`src/rtl/smv_pkg.sv`:
```
package smv_pkg;

  // Field and accumulator widths
  localparam int unsigned IN_W   = 16;
  localparam int unsigned CNT_W  = 16;
  localparam int unsigned SUM_W  = 33;
  localparam int unsigned SQ_W   = 47;
  localparam int unsigned MEAN_W = 24;
  localparam int unsigned VAR_W  = 39;
  // Products and the final difference wrap at 64 bits
  localparam int unsigned PROD_W = 64;
  // Divisor: n*(n-1) needs twice the count width
  localparam int unsigned DVR_W  = 2 * CNT_W;

  // Commands from the controller to the datapath
  typedef struct packed {
    logic acc_en;       // accumulate the current input word
    logic capture_prod; // register n*sumsq, |sum|^2 and n*(n-1)
    logic capture_diff; // register n*sumsq - |sum|^2
    logic div_start;    // launch the divider
    logic div_sel_var;  // 0: mean operands, 1: variance operands
    logic take_mean;    // store the mean quotient
    logic take_var;     // store the variance quotient
    logic load_out;     // load the output word and clear the set
  } smv_cmd_t;

  // Status from the datapath to the controller
  typedef struct packed {
    logic div_done;
    logic var_ok;       // at least two samples in the set
    logic out_free;     // output register can take a word this cycle
  } smv_sts_t;

endpackage

```
`src/rtl/smv_ctrl.sv`:
```
// Sequencer: accumulate, form products, mean and (for n >= 2) variance division, hand off result
module smv_ctrl (
  input  logic              clk_i,
  input  logic              rst_ni,
  input  logic              in_valid_i,
  input  logic              in_last_i,
  output logic              in_ready_o,
  input  smv_pkg::smv_sts_t sts_i,
  output smv_pkg::smv_cmd_t cmd_o
);
  import smv_pkg::*;

  typedef enum logic [2:0] {
    ST_ACC,
    ST_PROD,
    ST_DIFF,
    ST_MEAN_GO,
    ST_MEAN_WAIT,
    ST_VAR_GO,
    ST_VAR_WAIT,
    ST_OUT
  } state_e;

  state_e state_q, state_d;

  // next state and command decode
  always_comb begin
    state_d = state_q;
    cmd_o   = '0;
    case (state_q)
      ST_ACC: begin
        cmd_o.acc_en = in_valid_i;
        if (in_valid_i && in_last_i) state_d = ST_PROD;
      end
      ST_PROD: begin
        cmd_o.capture_prod = 1'b1;
        state_d = ST_DIFF;
      end
      ST_DIFF: begin
        cmd_o.capture_diff = 1'b1;
        state_d = ST_MEAN_GO;
      end
      ST_MEAN_GO: begin
        cmd_o.div_start = 1'b1;
        state_d = ST_MEAN_WAIT;
      end
      ST_MEAN_WAIT: begin
        if (sts_i.div_done) begin
          cmd_o.take_mean = 1'b1;
          state_d = sts_i.var_ok ? ST_VAR_GO : ST_OUT;
        end
      end
      ST_VAR_GO: begin
        cmd_o.div_start   = 1'b1;
        cmd_o.div_sel_var = 1'b1;
        state_d = ST_VAR_WAIT;
      end
      ST_VAR_WAIT: begin
        cmd_o.div_sel_var = 1'b1;
        if (sts_i.div_done) begin
          cmd_o.take_var = 1'b1;
          state_d = ST_OUT;
        end
      end
      ST_OUT: begin
        if (sts_i.out_free) begin
          cmd_o.load_out = 1'b1;
          state_d = ST_ACC;
        end
      end
      default: begin
        state_d = ST_ACC;
      end
    endcase
  end

  always_ff @(posedge clk_i or negedge rst_ni) begin
    if (!rst_ni) begin
      state_q <= ST_ACC;
    end else begin
      state_q <= state_d;
    end
  end

  assign in_ready_o = (state_q == ST_ACC);

  // divider finishes only while a division is awaited
  a_done_wait: assert property (@(posedge clk_i) disable iff (!rst_ni)
    sts_i.div_done |-> (state_q == ST_MEAN_WAIT || state_q == ST_VAR_WAIT))
    else $error("divider done outside a wait state");

endmodule

```
`config.mk`:
```
export PLATFORM = sky130hd
export DESIGN_NAME = smv_ctrl
export DESIGN_NICKNAME = d
export VERILOG_FILES = /design/src/rtl/smv_pkg.sv /design/src/rtl/smv_ctrl.sv
export SDC_FILE = /design/constraint.sdc
export NUM_CORES = 1
export LEC_CHECK = 0
export ABC_AREA = 1
export BUFFER_PORTS_ARGS = -buffer_cell sky130_fd_sc_hd__buf_4
export CAP_MARGIN = 20
export CORE_AREA = 3 3 40 42
export DETAILED_ROUTE_END_ITERATION = 6
export DIE_AREA = 0 0 43 45
export PLACE_DENSITY_LB_ADDON = 0.05
export SYNTH_ARGS = -nofsm -noshare
export SYNTH_HDL_FRONTEND = slang
export SYNTH_SLANG_ARGS = --single-unit
```
`constraint.sdc`:
```
create_clock -name clk_i -period 2.1 [get_ports clk_i]
set_input_delay 0.63 -clock clk_i [delete_from_list [all_inputs] [get_ports clk_i]]
set_output_delay 0.63 -clock clk_i [all_outputs]
set_load 0.02 [all_outputs]
```
==> metrics.txt <==
drt pass-1 iters 3; Post-Synthesis Cells just under 50; Worst setup EP type output pin; Antenna diodes 0; dominant cell by count in the synthesized netlist nand2_1; die height between 40 and 50 um; # IOs 16; via count approximately 350; fin cells approximately 80; Slew @ Worst Pin about 0.36 ns; Reg-to-Reg Start state_q[0]$_DFFE_PN0P_; hpwl dp 606 um; Fin. Hold Viols 0; clk buf depth 2; Starting Density 0.228; pwr dens 1580 mW/mm^2; Post-synth EDFFs 0; number of max-cap violations 0; Vias/cell about 4.3; Net Count, Synth between 50 and 60; top cells by area, synth dfrtp_1, nand2_1, inv_1; achievable clock frequency ~520 MHz; number of library cell types mapped by synthesis 14; clk root buf clkbuf_4; Post-CTS Repair Setup Buffers 0; worst reg-to-reg setup slack a little under 0.9 ns; VDD IR max roughly 670 uV; GPL Wtd Cong about 0.68; CTS clk-pin slew, worst paths about 0.040 ns; # H-tree levels 1; DP Area between 400 and 500 sq um; Die W ~43 um; # hold bufs at CTS 0; pin count of the biggest net entering global routing 9; final instance area around 440 sq um; Worst setup SP type flop; initial drt markers 2; Avg Inst Size Synth approximately 6 sq um; # resized after CTS 0; clk_skew approximately 0.0036 ns; total clock sinks 3; Remaining DRCs 0; Top reg by flops state_q; area delta synth->final 50.0%; crit-path max FO 7; number of flip-flops under the largest register name 3; Mapped Area approximately 300 sq um; Post-synth top cells nand2_1, inv_1, nand3_1; CTS tree yes; Period minus WS final approximately 1.9 ns; path depth of the worst reg2reg path 6; gr ovfl total 0; fin nets 75; worst reg2reg path endpoint state_q[2]$_DFFE_PN0P_; Worst Path Class, Setup reg -> out; count of pins over their slew limit 0; post-synthesis sequential area ratio 0.256; Die Footprint between 0.0015 and 0.002 sq mm; Seq cells post-synth 3; first-pass GRT wire length approximately 1300 um; Max-slew headroom 0.758; Min-Delay Path Class in -> async; routed len/inst about 9.5 um; buffers added on ports 15; RSZ-0062 raised after global routing false; Pleak 0.281 nW; status finished, final reports clean; TritonCTS buffer count 3; core area about 0.0013 sq mm; total negative setup slack 0 ns; Cell Rows 13; vias in the first global route 348; largest registers state_q (3); initial antenna violation count 0; Routed Antenna Nets 0; fin crit share 0.921; worst skew pair latency ~0.23 ns; Worst Path Required 1.47 ns; Post-synth ARST share 1.00; GR Util All Layers 0.0983; cell count after placement between 70 and 80; Main synth FF type dfrtp_1; Final Setup Violations 0; Yosys warning total 0; Arr. time, crit path 1.30 ns; Final Util 0.342; layout cells sized above 1 0.328; hold_ws approximately 0.18 ns; WL final 777 um; post-synth top area share 0.256; post-synth top area cell dfrtp_1
[placed cells by master (no fill, tap or decap)]
cell type	Yosys	layout
nand2_1	16	16
nand3_1	6	6
nor3_2	1	1
inv_1	10	10
buf_4	0	15
nand3b_1	1	1
nor3_1	2	2
o211ai_1	1	1
inv_4	1	1
clkbuf_4	0	3
nand3_2	1	1
and3_1	1	1
nor2_1	4	4
clkbuf_1	0	1
nor2_2	1	1
dfrtp_1	3	3
[final cells by class]
cell class / count / area, sq um
clock buffers: 4 / 26.3
flip-flops and latches: 3 / 75.1
well taps: 15 / 18.8
inverters: 11 / 43.8
multi-input cells: 34 / 163
fillers: 153 / 846
repair buffers: 15 / 113
[cell families after synthesis]
logic type      count (synthesis)  synth area share
compound gates                  1            0.0257
buf+inv                        12             0.188
flops                           3             0.256
simple gates                   33             0.530
[power by group]
part / internal (mW) / switching (mW)
Sequential: 0.0885 / 0.0650
Combinational: 0.174 / 0.268
Clock: 0.0710 / 0.0276
[metal layers]
metal,global-route usage,share of wire,routed length (um)
met5,0,0,0
met4,0.108,0.046,36
met3,0.0159,0.072,56
met2,0.144,0.42,328
met1,0.116,0.46,356
[through the flow]
step                total power, mW  setup WS (ns)
floorplan                     0.458          0.308
detailed placement            0.600          0.382
CTS                           0.705          0.142
finish                        0.694          0.167
global placement              0.611          0.364
global route                  0.769         0.0366
[critical path: stages (launching register included)]
cell     delay, ns
dfrtp_1       0.45
nor2_1        0.24
inv_1         0.08
nor3_1        0.13
buf_4         0.17
[worst max path at each step]
stage               depth (start not counted)  slack, ns       end              startpoint
finish                                      4       0.17  cmd_o[2]  state_q[0]$_DFFE_PN0P_
global route                                4       0.04  cmd_o[2]  state_q[0]$_DFFE_PN0P_
CTS                                         4       0.14  cmd_o[2]  state_q[0]$_DFFE_PN0P_
detailed placement                          4       0.38  cmd_o[2]                sts_i[2]
global placement                            4       0.36  cmd_o[2]  state_q[0]$_DFFE_PN0P_
floorplan                                   2       0.31  cmd_o[0]                sts_i[0]
(Power assumes the default switching activity.)
